## src/rtl/core/lidar_point_frame_parser_macros.svh

```systemverilog
// Assertion macros shared by the lidar point frame parser RTL
`ifndef LIDAR_POINT_FRAME_PARSER_MACROS_SVH
`define LIDAR_POINT_FRAME_PARSER_MACROS_SVH

`ifndef SYNTH

// condition a implies condition b in the same cycle
`define LPFP_ASSERT_IMP(lbl, a, b) \
    lbl: assert property (@(posedge clk) disable iff (!rst_n) (a) |-> (b)) \
        else $error("lpfp implication check failed");

// condition holds in every cycle out of reset
`define LPFP_ASSERT_ALWAYS(lbl, c) \
    lbl: assert property (@(posedge clk) disable iff (!rst_n) (c)) \
        else $error("lpfp invariant check failed");

`else

`define LPFP_ASSERT_IMP(lbl, a, b)

`define LPFP_ASSERT_ALWAYS(lbl, c)

`endif

`endif

```

## src/rtl/core/lpfp_pkg.sv

```systemverilog
// Shared types and constants for the lidar point frame parser
`timescale 1ns / 1ps

package lpfp_pkg;

    // frame geometry
    localparam int POINTS_PER_FRAME_DEF = 12;
    localparam int POINT_BYTES          = 15;
    localparam int POINT_W              = 8 * POINT_BYTES;
    localparam int ASM_W                = POINT_W - 8;
    localparam int NUM_W                = 4;
    localparam int TIME_W               = 32;

    // last byte index inside one point, last header byte, last time byte
    localparam logic [3:0] LAST_POINT_BYTE = 4'(POINT_BYTES - 1);
    localparam logic [3:0] LAST_HDR_BYTE   = 4'd3;
    localparam logic [3:0] LAST_TIME_BYTE  = 4'd3;

    // configuration register indexes
    localparam int CFG_IDX_W = 2;
    localparam logic [CFG_IDX_W-1:0] REG_HEADER  = 2'd0;
    localparam logic [CFG_IDX_W-1:0] REG_ADDRESS = 2'd1;
    localparam logic [CFG_IDX_W-1:0] REG_COMMAND = 2'd2;
    localparam logic [CFG_IDX_W-1:0] REG_OFFSET  = 2'd3;

    // configuration reset values
    localparam logic [7:0] HEADER_RST  = 8'd170;
    localparam logic [7:0] ADDRESS_RST = 8'd0;
    localparam logic [7:0] COMMAND_RST = 8'd2;
    localparam logic [7:0] OFFSET_RST  = 8'd0;

    // parser phases
    typedef enum logic [3:0] {
        ST_HDR,
        ST_ADDR,
        ST_CMD,
        ST_OFS0,
        ST_OFS1,
        ST_LEN0,
        ST_LEN1,
        ST_DATA,
        ST_TIME,
        ST_CHECK
    } parse_state_t;

    // one checked frame waiting to be played out
    typedef struct packed {
        logic              bank;
        logic [TIME_W-1:0] frame_time;
    } frame_desc_t;

endpackage

```

## src/rtl/core/lpfp_frame_fifo.sv

```systemverilog
// Two-entry queue of good frames between parser front and point back end
`timescale 1ns / 1ps

module lpfp_frame_fifo (
    input  logic                 clk,
    input  logic                 rst_n,
    input  logic                 push,
    input  lpfp_pkg::frame_desc_t push_desc,
    input  logic                 pop,
    output lpfp_pkg::frame_desc_t head_desc,
    output logic                 empty,
    output logic                 full
);
    import lpfp_pkg::*;

    frame_desc_t ent_reg [2];
    logic        wr_ptr_reg;
    logic        wr_ptr_next;
    logic        rd_ptr_reg;
    logic        rd_ptr_next;
    logic [1:0]  count_reg;
    logic [1:0]  count_next;

    // pointer and occupancy update
    always_comb
    begin
        wr_ptr_next = wr_ptr_reg ^ push;
        rd_ptr_next = rd_ptr_reg ^ pop;
        count_next  = count_reg;
        if (push && !pop)
        begin
            count_next = count_reg + 2'd1;
        end
        else if (pop && !push)
        begin
            count_next = count_reg - 2'd1;
        end
    end

    always_ff @(posedge clk or negedge rst_n)
    begin
        if (!rst_n)
        begin
            wr_ptr_reg <= 1'b0;
            rd_ptr_reg <= 1'b0;
            count_reg  <= 2'd0;
        end
        else
        begin
            wr_ptr_reg <= wr_ptr_next;
            rd_ptr_reg <= rd_ptr_next;
            count_reg  <= count_next;
        end
    end

    // entry storage
    always_ff @(posedge clk)
    begin
        if (push)
        begin
            ent_reg[wr_ptr_reg] <= push_desc;
        end
    end

    assign head_desc = ent_reg[rd_ptr_reg];
    assign empty     = (count_reg == 2'd0);
    assign full      = (count_reg == 2'd2);

endmodule

```

## src/rtl/core/lpfp_front.sv

```systemverilog
// Parser front: byte hunt, header checks, point assembly and checksum
`timescale 1ns / 1ps

module lpfp_front #(
    parameter int POINTS_PER_FRAME = lpfp_pkg::POINTS_PER_FRAME_DEF,
    parameter int IDX_W            = 4
) (
    input  logic                               clk,
    input  logic                               rst_n,
    // configuration
    input  logic                               cfg_write,
    input  logic [lpfp_pkg::CFG_IDX_W-1:0]     cfg_index,
    input  logic [7:0]                         cfg_data,
    // byte input
    input  logic                               in_valid,
    output logic                               in_stall,
    input  logic [7:0]                         rx_byte,
    // point store write port
    output logic                               wr_en,
    output logic [IDX_W:0]                     wr_addr,
    output logic [lpfp_pkg::POINT_W-1:0]       wr_data,
    // good frame queue
    input  logic                               queue_full,
    output logic                               push,
    output lpfp_pkg::frame_desc_t              push_desc
);
    import lpfp_pkg::*;

    localparam logic [IDX_W-1:0] LAST_IDX = IDX_W'(POINTS_PER_FRAME - 1);

    logic [7:0]         header_reg;
    logic [7:0]         address_reg;
    logic [7:0]         command_reg;
    logic [7:0]         offset_reg;

    parse_state_t       state_reg;
    parse_state_t       state_next;
    logic [3:0]         cnt_reg;
    logic [3:0]         cnt_next;
    logic [IDX_W-1:0]   pcnt_reg;
    logic [IDX_W-1:0]   pcnt_next;
    logic [7:0]         sum_reg;
    logic [7:0]         sum_next;
    logic [ASM_W-1:0]   asm_reg;
    logic [ASM_W-1:0]   asm_next;
    logic [TIME_W-1:0]  time_reg;
    logic [TIME_W-1:0]  time_next;
    logic               bank_reg;
    logic               bank_next;
    logic               accept;
    logic               field_ok;

    // a transfer is held off only while both store banks wait for playout
    assign in_stall = queue_full;
    assign accept   = in_valid && !queue_full;

    // configuration registers
    always_ff @(posedge clk or negedge rst_n)
    begin
        if (!rst_n)
        begin
            header_reg  <= HEADER_RST;
            address_reg <= ADDRESS_RST;
            command_reg <= COMMAND_RST;
            offset_reg  <= OFFSET_RST;
        end
        else if (cfg_write)
        begin
            case (cfg_index)
                REG_HEADER:  header_reg  <= cfg_data;
                REG_ADDRESS: address_reg <= cfg_data;
                REG_COMMAND: command_reg <= cfg_data;
                REG_OFFSET:  offset_reg  <= cfg_data;
                default:     ;
            endcase
        end
    end

    // match of the current byte against the field expected in this phase
    always_comb
    begin
        case (state_reg)
            ST_ADDR:           field_ok = (rx_byte == address_reg);
            ST_CMD:            field_ok = (rx_byte == command_reg);
            ST_OFS0, ST_OFS1:  field_ok = (rx_byte == offset_reg);
            default:           field_ok = 1'b1;
        endcase
    end

    // next phase and byte counter
    always_comb
    begin
        state_next = state_reg;
        cnt_next   = cnt_reg;
        if (accept)
        begin
            case (state_reg)
                ST_HDR:
                begin
                    if (rx_byte != header_reg)
                    begin
                        cnt_next = 4'd0;
                    end
                    else if (cnt_reg == LAST_HDR_BYTE)
                    begin
                        cnt_next   = 4'd0;
                        state_next = ST_ADDR;
                    end
                    else
                    begin
                        cnt_next = cnt_reg + 4'd1;
                    end
                end
                ST_ADDR: state_next = field_ok ? ST_CMD  : ST_HDR;
                ST_CMD:  state_next = field_ok ? ST_OFS0 : ST_HDR;
                ST_OFS0: state_next = field_ok ? ST_OFS1 : ST_HDR;
                ST_OFS1: state_next = field_ok ? ST_LEN0 : ST_HDR;
                ST_LEN0: state_next = ST_LEN1;
                ST_LEN1: state_next = ST_DATA;
                ST_DATA:
                begin
                    if (cnt_reg == LAST_POINT_BYTE)
                    begin
                        cnt_next = 4'd0;
                        if (pcnt_reg == LAST_IDX)
                        begin
                            state_next = ST_TIME;
                        end
                    end
                    else
                    begin
                        cnt_next = cnt_reg + 4'd1;
                    end
                end
                ST_TIME:
                begin
                    if (cnt_reg == LAST_TIME_BYTE)
                    begin
                        cnt_next   = 4'd0;
                        state_next = ST_CHECK;
                    end
                    else
                    begin
                        cnt_next = cnt_reg + 4'd1;
                    end
                end
                ST_CHECK: state_next = ST_HDR;
                default:
                begin
                    state_next = ST_HDR;
                    cnt_next   = 4'd0;
                end
            endcase
        end
    end

    // datapath: checksum, point assembly, store writes, frame commit
    always_comb
    begin
        sum_next  = sum_reg;
        pcnt_next = pcnt_reg;
        asm_next  = asm_reg;
        time_next = time_reg;
        bank_next = bank_reg;
        wr_en     = 1'b0;
        push      = 1'b0;
        if (accept)
        begin
            case (state_reg)
                ST_ADDR, ST_CMD, ST_OFS0, ST_OFS1, ST_LEN0, ST_LEN1:
                begin
                    sum_next = field_ok ? (sum_reg + rx_byte) : 8'd0;
                end
                ST_DATA:
                begin
                    sum_next = sum_reg + rx_byte;
                    if (cnt_reg == LAST_POINT_BYTE)
                    begin
                        wr_en     = 1'b1;
                        pcnt_next = (pcnt_reg == LAST_IDX) ? '0 : IDX_W'(pcnt_reg + 1'b1);
                    end
                    else
                    begin
                        asm_next[8 * cnt_reg +: 8] = rx_byte;
                    end
                end
                ST_TIME:
                begin
                    sum_next = sum_reg + rx_byte;
                    if (cnt_reg == 4'd0)
                    begin
                        time_next = {24'd0, rx_byte};
                    end
                    else
                    begin
                        time_next[8 * cnt_reg[1:0] +: 8] = rx_byte;
                    end
                end
                ST_CHECK:
                begin
                    sum_next  = 8'd0;
                    pcnt_next = '0;
                    if (rx_byte == sum_reg)
                    begin
                        push      = 1'b1;
                        bank_next = !bank_reg;
                    end
                end
                default: ;
            endcase
        end
    end

    assign wr_addr             = {bank_reg, pcnt_reg};
    assign wr_data             = {rx_byte, asm_reg};
    assign push_desc.bank       = bank_reg;
    assign push_desc.frame_time = time_reg;

    // control registers
    always_ff @(posedge clk or negedge rst_n)
    begin
        if (!rst_n)
        begin
            state_reg <= ST_HDR;
            cnt_reg   <= 4'd0;
            pcnt_reg  <= '0;
            sum_reg   <= 8'd0;
            bank_reg  <= 1'b0;
        end
        else
        begin
            state_reg <= state_next;
            cnt_reg   <= cnt_next;
            pcnt_reg  <= pcnt_next;
            sum_reg   <= sum_next;
            bank_reg  <= bank_next;
        end
    end

    // payload registers
    always_ff @(posedge clk)
    begin
        asm_reg  <= asm_next;
        time_reg <= time_next;
    end

endmodule

```

## src/rtl/core/lpfp_back.sv

```systemverilog
// Point back end: two-bank point store and point playout to the output
`timescale 1ns / 1ps

`include "lidar_point_frame_parser_macros.svh"

module lpfp_back #(
    parameter int POINTS_PER_FRAME = lpfp_pkg::POINTS_PER_FRAME_DEF,
    parameter int IDX_W            = 4
) (
    input  logic                               clk,
    input  logic                               rst_n,
    // store write port from the front
    input  logic                               wr_en,
    input  logic [IDX_W:0]                     wr_addr,
    input  logic [lpfp_pkg::POINT_W-1:0]       wr_data,
    // frame queue head
    input  lpfp_pkg::frame_desc_t              head_desc,
    input  logic                               queue_empty,
    output logic                               pop,
    // point output
    output logic                               out_valid,
    input  logic                               out_stall,
    output logic [lpfp_pkg::NUM_W-1:0]         point_number,
    output logic [15:0]                        range_value,
    output logic [15:0]                        noise_level,
    output logic [31:0]                        peak_level,
    output logic [7:0]                         confidence_level,
    output logic [31:0]                        integration_count,
    output logic signed [15:0]                 reference_flight,
    output logic [31:0]                        frame_time,
    output logic                               last_point
);
    import lpfp_pkg::*;

    localparam int               DEPTH    = 2 << IDX_W;
    localparam logic [IDX_W-1:0] LAST_IDX = IDX_W'(POINTS_PER_FRAME - 1);

    logic [POINT_W-1:0] mem [DEPTH];
    logic [POINT_W-1:0] rd_data_reg;
    logic               out_valid_reg;
    logic               out_valid_next;
    logic [IDX_W-1:0]   idx_reg;
    logic [IDX_W-1:0]   idx_next;
    logic [NUM_W-1:0]   num_reg;
    logic [TIME_W-1:0]  time_reg;
    logic               last_reg;
    logic               rd_en;

    // a read goes out when a frame waits and the output slot frees up
    assign rd_en = !queue_empty && (!out_valid_reg || !out_stall);
    assign pop   = rd_en && (idx_reg == LAST_IDX);

    always_comb
    begin
        idx_next       = idx_reg;
        out_valid_next = out_valid_reg;
        if (rd_en)
        begin
            out_valid_next = 1'b1;
            idx_next       = (idx_reg == LAST_IDX) ? '0 : IDX_W'(idx_reg + 1'b1);
        end
        else if (!out_stall)
        begin
            out_valid_next = 1'b0;
        end
    end

    always_ff @(posedge clk or negedge rst_n)
    begin
        if (!rst_n)
        begin
            out_valid_reg <= 1'b0;
            idx_reg       <= '0;
        end
        else
        begin
            out_valid_reg <= out_valid_next;
            idx_reg       <= idx_next;
        end
    end

    // point store write
    always_ff @(posedge clk)
    begin
        if (wr_en)
        begin
            mem[wr_addr] <= wr_data;
        end
    end

    // registered read doubles as the output payload register
    always_ff @(posedge clk)
    begin
        if (rd_en)
        begin
            rd_data_reg <= mem[{head_desc.bank, idx_reg}];
            num_reg     <= NUM_W'(idx_reg);
            time_reg    <= head_desc.frame_time;
            last_reg    <= (idx_reg == LAST_IDX);
        end
    end

    // little-endian field split of one stored point
    assign out_valid         = out_valid_reg;
    assign point_number      = num_reg;
    assign range_value       = rd_data_reg[15:0];
    assign noise_level       = rd_data_reg[31:16];
    assign peak_level        = rd_data_reg[63:32];
    assign confidence_level  = rd_data_reg[71:64];
    assign integration_count = rd_data_reg[103:72];
    assign reference_flight  = $signed(rd_data_reg[119:104]);
    assign frame_time        = time_reg;
    assign last_point        = last_reg;

    // front never writes the bank being played out
    `LPFP_ASSERT_IMP(a_bank_disjoint, wr_en && !queue_empty, wr_addr[IDX_W] != head_desc.bank)
    // playout index stays inside the frame
    `LPFP_ASSERT_ALWAYS(a_idx_range, idx_reg <= LAST_IDX)
    // last mark sits exactly on the final point number
    `LPFP_ASSERT_IMP(a_last_mark, out_valid_reg, last_reg == (num_reg == NUM_W'(LAST_IDX)))

endmodule

```

## src/rtl/core/lidar_point_frame_parser.sv

```systemverilog
// Top level of the lidar point frame parser
`timescale 1ns / 1ps

// Channel  Direction  Handshake            Payload
// input    in         in_valid/in_stall    rx_byte
// output   out        out_valid/out_stall  point_number .. last_point (one point)
// config   in         cfg_write            cfg_index, cfg_data
//
// One byte is taken per cycle while in_stall is low; a good checksum byte queues the
// frame and the back end plays out POINTS_PER_FRAME points, one per cycle while
// out_stall is low, from the store. The point store has two banks, so a new frame is
// parsed while the last one drains; in_stall rises only when both banks hold unplayed
// frames. With the output idle, a frame is registered in the queue before the first
// point is read out. Reset is asynchronous, active low; no clearing pass follows it.

module lidar_point_frame_parser #(
    parameter int POINTS_PER_FRAME = lpfp_pkg::POINTS_PER_FRAME_DEF
) (
    input  logic                           clk,
    input  logic                           rst_n,
    input  logic                           cfg_write,
    input  logic [lpfp_pkg::CFG_IDX_W-1:0] cfg_index,
    input  logic [7:0]                     cfg_data,
    input  logic                           in_valid,
    output logic                           in_stall,
    input  logic [7:0]                     rx_byte,
    output logic                           out_valid,
    input  logic                           out_stall,
    output logic [lpfp_pkg::NUM_W-1:0]     point_number,
    output logic [15:0]                    range_value,
    output logic [15:0]                    noise_level,
    output logic [31:0]                    peak_level,
    output logic [7:0]                     confidence_level,
    output logic [31:0]                    integration_count,
    output logic signed [15:0]             reference_flight,
    output logic [31:0]                    frame_time,
    output logic                           last_point
);
    import lpfp_pkg::*;

    localparam int IDX_W = (POINTS_PER_FRAME > 1) ? $clog2(POINTS_PER_FRAME) : 1;

    logic               wr_en;
    logic [IDX_W:0]     wr_addr;
    logic [POINT_W-1:0] wr_data;
    logic               push;
    frame_desc_t        push_desc;
    logic               pop;
    frame_desc_t        head_desc;
    logic               queue_empty;
    logic               queue_full;

    // byte parser
    lpfp_front #(
        .POINTS_PER_FRAME (POINTS_PER_FRAME),
        .IDX_W            (IDX_W)
    ) u_front (
        .clk        (clk),
        .rst_n      (rst_n),
        .cfg_write  (cfg_write),
        .cfg_index  (cfg_index),
        .cfg_data   (cfg_data),
        .in_valid   (in_valid),
        .in_stall   (in_stall),
        .rx_byte    (rx_byte),
        .wr_en      (wr_en),
        .wr_addr    (wr_addr),
        .wr_data    (wr_data),
        .queue_full (queue_full),
        .push       (push),
        .push_desc  (push_desc)
    );

    // checked frames waiting for playout
    lpfp_frame_fifo u_fifo (
        .clk       (clk),
        .rst_n     (rst_n),
        .push      (push),
        .push_desc (push_desc),
        .pop       (pop),
        .head_desc (head_desc),
        .empty     (queue_empty),
        .full      (queue_full)
    );

    // point store and playout
    lpfp_back #(
        .POINTS_PER_FRAME (POINTS_PER_FRAME),
        .IDX_W            (IDX_W)
    ) u_back (
        .clk               (clk),
        .rst_n             (rst_n),
        .wr_en             (wr_en),
        .wr_addr           (wr_addr),
        .wr_data           (wr_data),
        .head_desc         (head_desc),
        .queue_empty       (queue_empty),
        .pop               (pop),
        .out_valid         (out_valid),
        .out_stall         (out_stall),
        .point_number      (point_number),
        .range_value       (range_value),
        .noise_level       (noise_level),
        .peak_level        (peak_level),
        .confidence_level  (confidence_level),
        .integration_count (integration_count),
        .reference_flight  (reference_flight),
        .frame_time        (frame_time),
        .last_point        (last_point)
    );

endmodule
```

## config.mk

```make
export PLATFORM = sky130hd
export DESIGN_NAME = lidar_point_frame_parser
export DESIGN_NICKNAME = d
export VERILOG_FILES = /design/src/rtl/core/lpfp_pkg.sv /design/src/rtl/core/lpfp_frame_fifo.sv /design/src/rtl/core/lpfp_front.sv /design/src/rtl/core/lpfp_back.sv /design/src/rtl/core/lidar_point_frame_parser.sv
export VERILOG_INCLUDE_DIRS = /design/src /design/src/rtl/core
export SDC_FILE = /design/constraint.sdc
export NUM_CORES = 2
export LEC_CHECK = 0
export BUFFER_PORTS_ARGS = -buffer_cell sky130_fd_sc_hd__buf_4
export CAP_MARGIN = 20
export CORE_MARGIN = 3
export CORE_UTILIZATION = 50
export CTS_CLUSTER_DIAMETER = 100
export CTS_CLUSTER_SIZE = 25
export DETAILED_ROUTE_END_ITERATION = 6
export PLACE_DENSITY = 0.65
export SLEW_MARGIN = 40
export SYNTH_ARGS = -nofsm -noshare
export SYNTH_HDL_FRONTEND = slang
export SYNTH_HIERARCHICAL = 1
export SYNTH_SLANG_ARGS = --single-unit
```

## constraint.sdc

```tcl
create_clock -name clk -period 23.5 [get_ports clk]
set_input_delay 2.35 -clock clk [delete_from_list [all_inputs] [get_ports clk]]
set_output_delay 2.35 -clock clk [all_outputs]
set_load 0.05 [all_outputs]
```

Yosys cells after proc, flatten, opt, wreduce, memory -nomap -nowiden --
Memory sizes are Yosys's and may differ from the RTL's. A register that Yosys moved wholly into a read port is not among the register bits. Cells that the tools add are included.
Cells by class: add/sub/neg operators 8, multipliers 0, divide/modulo/power cells 0, magnitude comparators 0, eq/ne operators 28, shift operators 4, multiplexer cells 38, bitwise gates (word level) 4, reductions and logical operators 35
Operators with widths (number):
- bitwise mux 112 bit | 1
- variable shift 8 x 34 -> 112 bit, first input constant | 1
- variable part select 8 x 34 -> 112 bit | 1
- 2-to-1 mux 4 bit | 11
- one-hot mux 4 bit (9 select lines) | 1
- negator 5 -> 34 bit | 1
- negator 7 -> 34 bit | 1
- variable shift 8 x 34 -> 32 bit, first input constant | 1
- variable part select 8 x 34 -> 32 bit | 1
- bitwise mux 32 bit | 1
- == test 8 bit | 4
- one-hot mux 8 bit (3 select lines) | 1
- == test 4 bit, second input constant | 5
- == test 4 x 3 -> 1 bit, second input constant | 4
- 2-to-1 mux 8 bit | 2
- one-hot mux 4 bit (4 select lines) | 1
- AND reduction 2 bit | 7
- adder 4 x 1 -> 4 bit, second input constant | 3
- == test 4 x 2 -> 1 bit, second input constant | 3
- 2-to-1 mux 1 bit | 12
- inequality test 2 x 1 -> 1 bit, second input constant | 5
- AND reduction 3 bit | 3
- adder 8 bit | 1
- logical NOT 4 bit | 2
- other kinds (23) | 44
Word-level totals: register bits 243, bits in latches 0, bits in writable memories 3906, bits in read-only memories 0, memories 2
Memories:
- u_back.mem | words 32, width 120, rd ports 1, clocked after Yosys merged registers in 1, write ports 1, RTL line lpfp_back.sv:38 | logic [POINT_W-1:0] mem [DEPTH];
- u_fifo.ent_reg | words 2, width 33, rd ports 1, clocked after Yosys merged registers in 0, write ports 1, RTL line lpfp_frame_fifo.sv:16 | frame_desc_t ent_reg [2];

Longest topological paths before layout --
depth in word-level cells 8, depth in mapped cells 11

Cells and area by module --
The synthesis kept the hierarchy.
By module, submodules not included:
- lpfp_back | times used 1, cells each 7757, area an instance 151097.4 µm², sequential area each 120150.2 µm²
- lpfp_front | times used 1, cells each 766, area an instance 9138.8 µm², sequential area each 5656.7 µm²
- lpfp_frame_fifo | times used 1, cells each 120, area an instance 2731.4 µm², sequential area each 2082.0 µm²

Least setup slack after synthesis --
Ideal clock, no wire load.
kind in2reg, start point in in_valid, end point mem u_back/mem[12][0] in the netlist's numbering (enable), arrival 8780 ps, data required time 22899 ps, setup slack 14119 ps, stages 6, buffers on the path 1, cells stage by stage nor2b_1 nand2_1 nor2_1 or3b_2 clkbuf_1 nor2_1
Between the ends: longest elaborated chain between the ends 4
Ends and longest elaborated chain:
- start: declaration | RTL line lidar_point_frame_parser.sv:24 | input logic in_valid,
- logical AND 1 bit | RTL line lpfp_front.sv:55 | assign accept = in_valid && !queue_full;
- 2-to-1 mux 1 bit | RTL line lpfp_front.sv:167 | if (accept)
- net wr_en | RTL line lidar_point_frame_parser.sv:43 | logic wr_en;
- 2-to-1 mux 1 bit | RTL line lpfp_back.sv:85 | if (wr_en)
- 2-to-1 mux 1 bit (not written as such) | RTL line lpfp_back.sv:87 | mem[wr_addr] <= wr_data;
- end: declaration | RTL line lpfp_back.sv:38
The timed path passes the listed nets, and every way through them passes these cells.

Final worst setup path --
start point in in_valid, end point mem u_back/mem[2][55] in the netlist's numbering (enable)
Same word-level chain as after synthesis.

==> out/results.ini <==
[outcome]
status=completed

[setup_path]
criticalPathCategory=in -> reg
worst_path_most_repeated_cell=buf_4
startpoint_type=input port
crit_required_ps=24000
cp_data_arrival_time_ps=6560
crit_path_start=in_valid
crit_chain=buf_4, nor2b_1, nand2_1, nor2_2, nand3b_1, buf_4, nor2_4, buf_4, buf_4
reg2reg_from=u_back/idx_reg[1]
max_stage_delay_ps=790
path_max_fanout=39
crit_path_end_kind=flip-flop
cpMaxStageDelayCell=buf_4

[timing]
tns_ps=0
setup_violations=0
drv_slew=0
fin_ws_ps=17440
post-route-min-period_ps=6060
hold_violations=0
rsz0062_at_grt=false
tightest_slew_ps=952.4
whs_ps=459.4
fmax_mhz=165.0
relSlewSlack_pct=36.51
period_share_pct=25.79
fin_skew_ps=58.60

[route]
wirelength_um=433900
drcViolationCount=0
routed_via_density=6.327
drt-initial-drc-count=10640
antenna_left=0
dr.pass1.iters=6
wl_per_cell_um=32.75
vias=83830

[placed_design]
dp_slack_ps=16310
hpwlAfterDp_um=242100
place_congestion=0.8010
numPortBuffers=181

[clocking]
cts_buffer_depth=4
cts.clk_slew.worst_paths_ps=90
cts.sinks=4269
cts_tree=built
numCtsBuffers=196
worstSkewPairLatency_ps=930
cts_root_buf=clkbuf_16
htreeDepth=4
cts_resized=0
post-cts-setup-buffers=0
cts.hold.buffers_added=0

[power]
p_int_uw=11530
clkPwrFrac_pct=22.9
p_leak_uw=0.05815
switching_share_pct=30.76
power_frac_comb_pct=25.6
power_density_mw_per_mm2=93.91
p_seq_share_pct=51.5
p_switching_uw=5122
max-vdd-ir-drop_mv=0.08118

[synth]
syn_avg_cell_area_sq_um=18.86
synth_seq_cells=4269
syn_nets=8686
synth_top_area_share_pct=77.52
yosysTopAreaCell=edfxtp_1
synth-async-reset-ratio_pct=1.452
synth_cell_types=74
synth-warning-count=6
syn-instance-count=8643
synth_area_sq_mm=0.1630
yosysSeqAreaShare_pct=78.48
synthTopCellsByArea=edfxtp_1 78%, mux2i_1 12%, a22oi_1 4.4%
synth_edf_count=4207
synth_ff_type=edfxtp_1

[floorplan]
core_region_area_sq_mm=0.3227
ios=182
fp.dieW_um=576.9
die_area_sq_mm=0.3328
start_util_pct=50.50
rows=208
fp.dieH_um=576.9

[finish]
largest_register_ffs=3840
nFillCells=24450
final_cell_mix=4,207 x edfxtp_1, 1,920 x mux2i_1, 962 x a22oi_1, 322 x buf_4, 242 x nand4_1
drive_above_1_share_pct=10.34
fin_nets=8946
layout_commonest_cell=edfxtp_1
area_delta_synth_final_pct=8.803

[hold_path]
hold_start=u_front/time_reg[4]
hp-class=reg -> reg

[grt]
antenna_found_initial=18
grtUsageTotal_pct=25.65
grt_pass1_vias=82690
grt_max_degree=111
grt_remaining_overflow=0
grt_pass1_wl_um=614000

[run]
maxCapViolCount=0

==> cell families after synthesis <==
kind of cell | Yosys count | share of synthesized area [%]
AO/OA/AOI/OAI | 1069 | 4.861
XOR/XNOR | 24 | 0.1290
adder cells (fa/ha/maj) | 20 | 0.1582
buffers and inverters | 505 | 1.503
flip-flops | 4269 | 78.48
multiplexers | 1985 | 12.31
AND/OR/NAND/NOR | 771 | 2.565
==> power by group through the flow <==
stage,Sequential [uW],Clock (uW),Combinational (uW)
2_1_floorplan,9140,0,2500
4_1_cts,8590,3880,4270
3_3_place_gp,8760,0,4240
5_1_grt,8600,4130,4470
3_5_place_dp,8760,0,4270
6_report,8580,3810,4260
==> final timing paths <==
kind	cells past startpoint	to	slack, ps
worst min-delay path	0	u_fifo/ent_reg[1][4]	460
worst min register to register	0	u_fifo/ent_reg[1][4]	460
worst max register to register	11	u_back/rd_data_reg[71]	17450
worst max-delay path	9	u_back/mem[2][55]	17440
min in group asynchronous	1	u_front/header_reg[4]	1400
max in group asynchronous	1	u_front/sum_reg[4]	21640
==> critical path, delay by kind of cell <==
kind	cells	cell delay (ps)
AND/OR/NAND/NOR	5	2160
buffers and inverters	4	1860
==> synth_stat cells, types with 8 or more instances <==
cell type,instances
o22ai_1,10
dfrtp_1,57
mux2i_1,1920
nand3_1,12
buf_1,9
inv_1,14
and2_1,56
ha_1,19
nand4_1,242
mux2_4,29
xor2_1,16
nor2b_1,23
nand2_1,75
nand3b_1,8
nor3_1,22
buf_2,319
o21ai_0,21
nor2_1,259
buf_4,24
a21oi_1,25
xnor2_1,8
a22oi_1,962
clkbuf_1,133
mux2_2,36
nor4bb_1,8
edfxtp_1,4207
==> through the flow <==
step,util [%],total power (uW),std cells,area (sq um)
floorplan,-,11650,8643,163000
global placement,52.51,13000,12850,169400
detailed placement,53.19,13020,12990,171700
CTS,54.84,16750,13230,177000
global route,54.94,17200,13240,177300
finish,54.95,16650,13250,177300
==> metal layers <==
metal | routed length (um) | vias to the layer above | GRT usage (%)
met5 | 12 | - | 0
met4 | 10270 | 2 | 5.922
met3 | 35960 | 485 | 3.596
met2 | 211600 | 3760 | 42.53
met1 | 176100 | 44360 | 36.25
li1 | - | 35230 | -
==> final cells by class <==
class,count,area [sq um],area share (%)
tap,4305,5386,3.038
antenna,6,15.01,0.008468
sequential,4269,127900,72.13
timing repair buffer,553,5602,3.159
inverter,14,60.06,0.03387
multi-input combinational,3869,33040,18.63
clock inverter,16,222.7,0.1256
clock buffer,217,5090,2.871
Power figures use the tool's default switching activity.
